[config.mk]
export PLATFORM = sky130hd
export DESIGN_NAME = base128_text_encoder
export DESIGN_NICKNAME = d
export VERILOG_FILES = /design/src/rtl/b128enc_pkg.sv /design/src/rtl/base128_text_encoder.sv
export SDC_FILE = /design/constraint.sdc
export NUM_CORES = 1
export LEC_CHECK = 0
export BUFFER_PORTS_ARGS = -buffer_cell sky130_fd_sc_hd__buf_4
export CAP_MARGIN = 15
export CORE_UTILIZATION = 36
export DETAILED_ROUTE_END_ITERATION = 6
export GPL_TIMING_DRIVEN = 0
export HOLD_SLACK_MARGIN = 0.05
export RECOVER_POWER = 100
export SYNTH_ARGS = -nofsm -noshare
export SYNTH_HDL_FRONTEND = slang
export SYNTH_SLANG_ARGS = --single-unit
[constraint.sdc]
create_clock -name clk -period 8.05 [get_ports clk]
set_clock_uncertainty 0.1 [all_clocks]
set_input_delay 1.2075 -clock clk [delete_from_list [all_inputs] [get_ports clk]]
set_output_delay 1.2075 -clock clk [all_outputs]
set_load 0.03 [all_outputs]
[src/rtl/b128enc_pkg.sv]
package b128enc_pkg;

  localparam int unsigned SymbolWidth = 7;
  localparam int unsigned GroupBytes  = 7;

  typedef logic [SymbolWidth-1:0] symbol_t;
  typedef logic [2:0]             group_pos_t;

  // printable Latin-1 alphabet, indexed by 7-bit symbol
  localparam logic [7:0] ALPHABET [128] = '{
    8'h21, 8'h23, 8'h24, 8'h5E, 8'h26, 8'h27, 8'h28, 8'h29,
    8'h2A, 8'h2B, 8'h2C, 8'h2D, 8'h2E, 8'h30, 8'h31, 8'h32,
    8'h33, 8'h34, 8'h35, 8'h36, 8'h37, 8'h38, 8'h39, 8'h3A,
    8'h3C, 8'h3D, 8'h3E, 8'h3F, 8'h40, 8'h41, 8'h42, 8'h43,
    8'h44, 8'h45, 8'h46, 8'h47, 8'h48, 8'h49, 8'h4A, 8'h4B,
    8'h4C, 8'h4D, 8'h4E, 8'h4F, 8'h50, 8'h51, 8'h52, 8'h53,
    8'h54, 8'h55, 8'h56, 8'h57, 8'h58, 8'h59, 8'h5A, 8'h5F,
    8'h60, 8'h61, 8'h62, 8'h63, 8'h64, 8'h65, 8'h66, 8'h67,
    8'h68, 8'h6A, 8'h69, 8'h6B, 8'h6C, 8'h6D, 8'h6E, 8'h6F,
    8'h70, 8'h71, 8'h72, 8'h73, 8'h74, 8'h75, 8'h76, 8'h77,
    8'h78, 8'h79, 8'h7A, 8'h5B, 8'h5D, 8'h7B, 8'h7C, 8'h7D,
    8'h7E, 8'hC0, 8'hC1, 8'hC2, 8'hC3, 8'hC4, 8'hC5, 8'hC6,
    8'hC7, 8'hC8, 8'hC9, 8'hCA, 8'hCB, 8'hCC, 8'hCD, 8'hCE,
    8'hCF, 8'hD0, 8'hD1, 8'hD2, 8'hD3, 8'hD4, 8'hD5, 8'hD6,
    8'hD8, 8'hD9, 8'hDA, 8'hDB, 8'hDC, 8'hDD, 8'hDE, 8'hE0,
    8'hE1, 8'hE2, 8'hE3, 8'hE4, 8'hE5, 8'hE6, 8'hE9, 8'hE8
  };

  // mask of the n low bits, n in 0..7
  function automatic symbol_t low_mask(group_pos_t n);
    unique case (n)
      3'd0:    low_mask = 7'h00;
      3'd1:    low_mask = 7'h01;
      3'd2:    low_mask = 7'h03;
      3'd3:    low_mask = 7'h07;
      3'd4:    low_mask = 7'h0F;
      3'd5:    low_mask = 7'h1F;
      3'd6:    low_mask = 7'h3F;
      default: low_mask = 7'h7F;
    endcase
  endfunction

endpackage

[src/rtl/base128_text_encoder.sv]
// Channel  | Handshake             | Payload                 | Direction
// ---------+-----------------------+-------------------------+----------
// in       | in_valid / in_stall   | data_byte, final_byte   | into block
// out      | out_valid / out_stall | code_char, final_char   | out of block
//
// One byte is taken per cycle while in_stall is low. A byte that closes a
// seven-byte group, or that ends a message, gives two characters and holds
// the byte stage while the second character drains through the result
// register. An accepted byte passes the byte stage, then the result register.
// Reset (rst, synchronous) empties both stages and clears the bit carry
// and group position. out_stall holds the result register; the byte stage
// keeps taking items until it too is full.
module base128_text_encoder
  import b128enc_pkg::*;
(
  input  logic       clk,
  input  logic       rst,
  input  logic       in_valid,
  output logic       in_stall,
  input  logic [7:0] data_byte,
  input  logic       final_byte,
  output logic       out_valid,
  input  logic       out_stall,
  output logic [7:0] code_char,
  output logic       final_char
);

  // byte stage
  logic       a_valid;
  logic [7:0] a_byte;
  logic       a_final;

  // second character waiting behind the result register
  logic       p_valid;
  logic [7:0] p_char;
  logic       p_final;

  // encoder state
  symbol_t    bit_carry;
  group_pos_t group_position;
  symbol_t    bit_carry_next;
  group_pos_t group_position_next;

  logic       out_free;
  logic       a_move;
  logic       in_take;

  group_pos_t pos;
  group_pos_t pos_next;
  logic [14:0] joined;
  symbol_t    first_sym;
  symbol_t    held;
  symbol_t    second_sym;
  logic       two_chars;

  // result register can load when empty or being taken
  assign out_free = !out_valid || !out_stall;
  // byte stage retires only when the pending slot is empty
  assign a_move   = a_valid && !p_valid && out_free;
  assign in_stall = a_valid && !a_move;
  assign in_take  = in_valid && !in_stall;

  // split the byte: carried bits above its top bits form the first symbol,
  // its low bits become the new carry
  always_comb begin
    pos = (group_position > 3'd6) ? 3'd0 : group_position;
    pos_next = pos + 3'd1;
    joined = {bit_carry & low_mask(pos), a_byte};
    first_sym = symbol_t'(joined >> (pos + 4'd1));
    held = symbol_t'(a_byte) & low_mask(pos_next);
    // pad missing low bits with zeros; a closed group needs no shift
    second_sym = symbol_t'(held << (3'd7 - pos_next));
    two_chars = (pos_next == group_pos_t'(GroupBytes)) || a_final;
    if (two_chars) begin
      bit_carry_next      = '0;
      group_position_next = '0;
    end else begin
      bit_carry_next      = held;
      group_position_next = pos_next;
    end
  end

  always_ff @(posedge clk) begin
    if (rst) begin
      a_valid <= 1'b0;
    end else if (in_take) begin
      a_valid <= 1'b1;
    end else if (a_move) begin
      a_valid <= 1'b0;
    end
    if (in_take) begin
      a_byte  <= data_byte;
      a_final <= final_byte;
    end
  end

  always_ff @(posedge clk) begin
    if (rst) begin
      bit_carry      <= '0;
      group_position <= '0;
    end else if (a_move) begin
      bit_carry      <= bit_carry_next;
      group_position <= group_position_next;
    end
  end

  // result register and pending slot: drain the slot first, then load
  // fresh characters from the byte stage
  always_ff @(posedge clk) begin
    if (rst) begin
      out_valid <= 1'b0;
      p_valid   <= 1'b0;
    end else if (out_free) begin
      if (p_valid) begin
        out_valid <= 1'b1;
        p_valid   <= 1'b0;
      end else if (a_move) begin
        out_valid <= 1'b1;
        p_valid   <= two_chars;
      end else begin
        out_valid <= 1'b0;
      end
    end
  end

  always_ff @(posedge clk) begin
    if (out_free) begin
      if (p_valid) begin
        code_char  <= p_char;
        final_char <= p_final;
      end else if (a_move) begin
        code_char  <= ALPHABET[first_sym];
        final_char <= 1'b0;
        p_char     <= ALPHABET[second_sym];
        p_final    <= a_final;
      end
    end
  end

  // a pending character always sits behind a full result register
  assert property (@(posedge clk) disable iff (rst) p_valid |-> out_valid)
    else $error("pending character without result register");

  // group position stays within a seven-byte group
  assert property (@(posedge clk) disable iff (rst) group_position <= 3'd6)
    else $error("group position out of range");

  // a closed message leaves the state at its reset value
  assert property (@(posedge clk) disable iff (rst)
    (a_move && a_final) |=> (bit_carry == '0 && group_position == '0))
    else $error("state not cleared after final byte");

  // byte stage never retires while a second character still waits
  assert property (@(posedge clk) disable iff (rst) p_valid |-> !a_move)
    else $error("byte stage retired over pending character");

endmodule
==> run_results.csv, run 1 <==
group,metric,value,unit
placement,port_buffers,23,
pwr,power_leakage,0.00175,uW
logic_synthesis,synth-seq-area-share,23.6,%
sta,setup_tns,0,ns
logic_synthesis,synth.avg_cell_area,7.94,sq um
cts,cts_tree,"done",
drt,drc,0,
logic_synthesis,synthFlopType,"edfxtp_1",
cts,cts_sinks,40,
cts,ctsHtreeMaxLevel,2,
logic_synthesis,yosysWarnings,0,
drt,avgRoutedWirePerCell,18.6,um
global_route,antenna_found_initial,0,
placement,dp_hpwl,10500,um
cts,clk_pin_slew,0.06,ns
logic_synthesis,synthDistinctLibCells,90,
setup_path,worstSetupEndpointType,"register",
drt,drt_iter0_drc,434,
layout,nets,644,
setup_path,cp.arrival,5.58,ns
layout,multi_input_comb_area,3100,sq um
layout,area_delta_synth_final,10.1,%
setup_path,critical_path_required,7.99,ns
sta,worst_pin_slew,1.15,ns
drt,dr_total_vias,4768,
pwr,power_density,131,nW/um^2
logic_synthesis,netlist_area,4540,sq um
setup_path,rrSetupSlack,2.40,ns
floorplanning,num_rows,40,
sta,finalWorstPathRequiredPeriod,5.65,ns
layout,ff_latch_area,1070,sq um
drt,drt_wl_total,14300,um
setup_path,cp_max_fo,11,
status,outcome,"completed",
placement,place.gp.congestion,0.951,
logic_synthesis,synth_seq_cells,40,
sta,finalSetupViolations,0,
cts,clockBufferDepth,2,
logic_synthesis,synth_edf_count,27,
global_route,grt_pass1_vias,4641,
sta,finalHoldViolCount,0,
floorplanning,core,12200,sq um
cts,insertion_delay,0.29,ns
layout,num_antenna_cells,0,
cts,cts_resized,0,
sta,slew_viol_final,0,
drt,via_per_inst,6.18,
worst_hold_path,hold_class,"register to register",
cts,cts_inserted_buffers,5,
logic_synthesis,syn_nets,614,
layout,drive_above_1_share,14.4,%
floorplanning,dieHeight,114,um
global_route,track_usage,22.5,%
layout,final_util,41.1,%
global_route,grt_max_degree,17,
logic_synthesis,postSynth.asyncResetShare,0,%
floorplanning,num_io_pins,24,
cts,cts_root_buf,"clkbuf_16",
floorplanning,die_area,13100,sq um
setup_path,worstSetupPathType,"register to register",
drt,postRouteAntennaNets,0,
layout,fillers,1263,
logic_synthesis,synthCells,572,
setup_path,critPathLaunchType,"register",
global_route,overflow,0,
floorplanning,initial_core_util,37.4,%
sta,fmax,177,MHz
drt,firstDrtPassIters,5,
flow_run,drv_cap,0,
cts,hold_buffers,0,
sta,rsz0062_at_grt,"no",
global_route,grt_pass1_wl,23400,um
cts,postCtsSetupBuffers,0,
sta,min_period_over_period,70.1,%
pwr,ir_worst_vdd,0.0900,mV
floorplanning,die_w,114,um
sta,slew_headroom,23.4,%
-- flip-flops by register name, summed over array words and instances (netlist names) --
name,count
a_byte,8
a_final,1
a_valid,1
bit_carry,7
code_char,8
final_char,1
group_position,3
out_valid,1
p_char,8
p_final,1
p_valid,1
-- layout make-up --
type | instances | area share (%)
Multi-Input combinational cell | 467 | 62.0
Sequential cell | 40 | 21.4
Buffer | 43 | 4.95
Tap cell | 168 | 4.20
Clock buffer | 5 | 2.50
Timing Repair Buffer | 23 | 2.48
Inverter | 22 | 1.65
Clock inverter | 3 | 0.850
-- synthesized netlist by cell type (3+ instances only) --
library cell | count | area, sq um
nor2_1 | 56 | 210
nand2_1 | 53 | 199
a21oi_1 | 47 | 235
o21ai_0 | 43 | 215
ha_1 | 29 | 363
edfxtp_1 | 27 | 811
o211ai_1 | 23 | 173
buf_2 | 21 | 105
nor3_1 | 20 | 100
nand3_1 | 19 | 95.1
inv_1 | 17 | 63.8
dfxtp_1 | 13 | 260
a211oi_1 | 11 | 82.6
a31oi_1 | 9 | 56.3
buf_4 | 9 | 67.6
mux2i_1 | 9 | 90.1
nand4_1 | 8 | 50.1
o21ai_1 | 8 | 40.0
clkbuf_1 | 7 | 26.3
nand2b_1 | 7 | 43.8
nor2b_1 | 7 | 43.8
a221oi_1 | 6 | 52.6
o221ai_1 | 6 | 52.6
a211o_1 | 5 | 43.8
buf_6 | 5 | 56.3
a22oi_1 | 4 | 30.0
and2_1 | 4 | 25.0
inv_2 | 4 | 15.0
nor2_2 | 4 | 25.0
o2111ai_1 | 4 | 35.0
o22ai_1 | 4 | 25.0
o311ai_0 | 4 | 35.0
a2111oi_2 | 3 | 45.0
a31o_2 | 3 | 26.3
a32oi_1 | 3 | 26.3
o41ai_1 | 3 | 26.3
or2_2 | 3 | 18.8
or3_1 | 3 | 18.8
-- cell families after synthesis --
group | count (synthesis) | share of synthesized area, %
adders and majority gates | 29 | 7.99
and+or+nand+nor | 198 | 21.2
buffers and inverters | 65 | 7.52
DFF | 40 | 23.6
muxes | 11 | 2.73
AOI/OAI and AO/OA | 229 | 37.0
-- metrics by stage --
stage | setup WS (ns) | hold slack [ns] | power (uW) | cell area (sq um) | cells
after global routing | 1.94 | 0.392 | 683 | 5000 | 771
after floorplan | 4.29 | 0.326 | 375 | 4540 | 572
after global placement | 3.64 | 0.344 | 426 | 4930 | 763
final | 2.40 | 0.363 | 654 | 5000 | 771
after CTS | 3.60 | 0.356 | 663 | 5090 | 771
after detailed placement | 3.62 | 0.348 | 429 | 4930 | 763
-- layer usage --
| metal | routed length [um] | track usage (%) | vias to the layer above |
|---|---|---|---|
| li1 | - | - | 2241 |
| met1 | 5980 | 28.0 | 2259 |
| met2 | 6920 | 38.8 | 245 |
| met3 | 1140 | 3.34 | 23 |
| met4 | 266 | 8.83 | 0 |
| met5 | 0 | 0 | - |
-- where the power goes --
part	total [uW]	switching, uW	internal [uW]
Sequential	243	8.53	235
Clock	232	85.9	146
Combinational	179	118	60.4
-- critical path, stage by stage (launching register included) --
cell	delay (ns)
dfxtp_1	0.39
clkbuf_1	0.44
inv_1	0.20
clkbuf_1	0.32
ha_1	0.35
nand2b_1	0.16
clkbuf_1	0.19
nand2_1	0.37
o21ai_0	0.16
o32ai_1	0.95
inv_1	0.39
ha_1	0.37
nor3_1	0.23
a2111oi_2	0.09
o41ai_1	0.27
a21oi_1	0.10
a221o_1	0.30
-- placed cells by master, fill, tap and decap left out, types with 7 or more instances in the layout --
master	Yosys	routed
nor2_1	56	56
nand2_1	53	54
a21oi_1	47	47
o21ai_0	43	43
ha_1	29	29
edfxtp_1	27	27
clkbuf_1	7	25
o211ai_1	23	23
nor3_1	20	21
nand3_1	19	19
buf_2	21	18
inv_1	17	17
dfxtp_1	13	13
a211oi_1	11	11
a31oi_1	9	10
mux2i_1	9	9
clkbuf_4	0	9
buf_4	9	8
o21ai_1	8	8
nand4_1	8	8
nor2b_1	7	7
nand2b_1	7	7
-- path summary, 6_finish.rpt --
check,from,to,depth (start not counted)
hold / removal,bit_carry[6],bit_carry[6],2
setup / recovery,group_position[0],code_char[0],16
hold reg to reg,bit_carry[6],bit_carry[6],2
setup reg to reg,group_position[0],code_char[0],16
Power figures use the tool's default switching activity.
==> inputs of run 2 (changes only) <==
==> constraint.sdc (replaced) <==
create_clock -name clk -period 4.85 [get_ports clk]
set_clock_uncertainty 0.1 [all_clocks]
set_input_delay 0.7275 -clock clk [delete_from_list [all_inputs] [get_ports clk]]
set_output_delay 0.7275 -clock clk [all_outputs]
set_load 0.03 [all_outputs]
==> run 2 against run 1 <==
Effect of this change: global-route usage did not move; via count rose by 0.10%; utilization rose by 0.30 points; cell count did not move; critical path depth did not move; register-to-register slack got worse by 2.1 ns; cell area rose by 0.73%; sequential share of layout area fell by 0.15 points; first-iteration DRC count fell by 12%; critical endpoint is now p_char[1].
==> run_results.csv, run 2 (synthesis gave the netlist of run 1 again) <==
group,metric,value,unit
status,outcome,"completed",
global_route,grt_pass1_vias,4641,
sta,worst_hold_slack,0.362,ns
cts,cts_sinks,40,
layout,drive_above_1_share,15.6,%
sta,rsz0062_at_grt,"no",
pwr,ir_worst_vdd,0.150,mV
layout,num_antenna_cells,0,
floorplanning,dieHeight,114,um
sta,slew_headroom,40.4,%
drt,drc,0,
sta,finalHoldViolCount,0,
floorplanning,initial_core_util,37.4,%
cts,cts_root_buf,"clkbuf_16",
setup_path,worstSetupEndpointType,"register",
drt,drt_wl_total,14200,um
flow_run,drv_cap,0,
floorplanning,num_rows,40,
cts,hold_buffers,0,
sta,worst_pin_slew,0.892,ns
floorplanning,core,12200,sq um
drt,firstDrtPassIters,7,
floorplanning,die_area,13100,sq um
pwr,power.share.clock,35.4,%
global_route,overflow,0,
placement,dp_hpwl,10500,um
pwr,power_frac_seq,37.1,%
global_route,grt_pass1_wl,23400,um
sta,setup_tns,0,ns
placement,place_inst,763,
setup_path,critical_path_required,4.75,ns
cts,ctsHtreeMaxLevel,2,
setup_path,cp.arrival,4.48,ns
sta,finalSetupViolations,0,
cts,insertion_delay,0.29,ns
sta,fin_ws,0.270,ns
pwr,p_comb_share,27.5,%
global_route,grt_max_degree,17,
global_route,track_usage,22.5,%
layout,layout_common_cells,"nor2_1 (56), nand2_1 (53), a21oi_1 (47)",
layout,stdcell_count,771,
global_route,antenna_found_initial,0,
sta,finalWorstPathRequiredPeriod,4.58,ns
setup_path,critPathLaunchType,"register",
floorplanning,die_w,114,um
pwr,intPower,733,uW
drt,drt_iter0_drc,383,
layout,final_common_cell,"nor2_1",
placement,place_ws,0.419,ns
placement,place.gp.congestion,0.951,
layout,top_regs,"a_byte x8, code_char x8, p_char x8",
drt,avgRoutedWirePerCell,18.4,um
pwr,power_density,216,nW/um^2
sta,min_period_over_period,94.4,%
layout,nets,644,
sta,slew_viol_final,0,
floorplanning,num_io_pins,24,
cts,clockBufferDepth,2,
pwr,p_sw_share,32.6,%
cts,cts_inserted_buffers,5,
cts,postCtsSetupBuffers,0,
worst_hold_path,hold_class,"register to register",
drt,via_per_inst,6.19,
drt,dr_total_vias,4773,
pwr,power_leakage,0.00176,uW
placement,port_buffers,23,
setup_path,cp_max_fo,11,
layout,area_delta_synth_final,10.9,%
cts,cts_resized,0,
drt,postRouteAntennaNets,0,
setup_path,worstSetupPathType,"register to register",
pwr,power_switching,355,uW
cts,cts_tree,"done",
cts,clk_pin_slew,0.06,ns
layout,final_util,41.4,%
sta,fmax,218,MHz
## run 2: final cells by class
| class | instances | area, sq um |
|---|---|---|
| Fill cell | 1255 | 7120 |
| Multi-Input combinational cell | 467 | 3130 |
| Sequential cell | 40 | 1070 |
| Buffer | 43 | 254 |
| Tap cell | 168 | 210 |
| Clock buffer | 5 | 125 |
| Timing Repair Buffer | 23 | 124 |
| Inverter | 22 | 82.6 |
| Clock inverter | 3 | 42.5 |
## run 2: critical path, stage by stage (launching register included)
cell	delay, ns
dfxtp_1	0.59
clkbuf_1	0.39
inv_1	0.16
buf_2	0.24
ha_1	0.22
buf_2	0.19
nand2b_1	0.15
o211ai_1	0.13
a21boi_0	0.66
o311ai_2	0.23
a31oi_4	0.25
or2_0	0.21
buf_6	0.18
buf_4	0.19
a21oi_1	0.06
o21ai_1	0.13
o221ai_1	0.17
## run 2: worst paths after layout
kind,from,end,slack (ns),depth (start not counted)
worst max-delay path,group_position[1],p_char[1],0.27,16
worst min-delay path,bit_carry[6],bit_carry[6],0.36,2
worst max register to register,group_position[1],p_char[1],0.27,16
worst min register to register,bit_carry[6],bit_carry[6],0.36,2
## run 2: power groups by stage
stage	combinational, uW	sequential, uW	clock (uW)
after floorplan	202	421	0
after global placement	297	410	0
after detailed placement	301	411	0
after CTS	302	404	396
after global routing	327	405	404
final	299	404	385
## run 2: routing by layer
metal  vias to the layer above  routed length [um]  track usage (%)  part of all wire, %
li1                       2245                   -                -                    -
met2                       248                6840             38.8                   48
met3                        33                1150             3.34                  8.1
met5                         -                   0                0                    0
met4                         0                 311             8.83                  2.2
met1                      2247                5900             28.0                   42
## run 2: per-stage QoR
| step | power, uW | instance area, sq um |
|---|---|---|
| finish | 1090 | 5040 |
| global route | 1140 | 5040 |
| CTS | 1100 | 5090 |
| detailed placement | 712 | 4930 |
| global placement | 708 | 4930 |
| floorplan | 623 | 4540 |
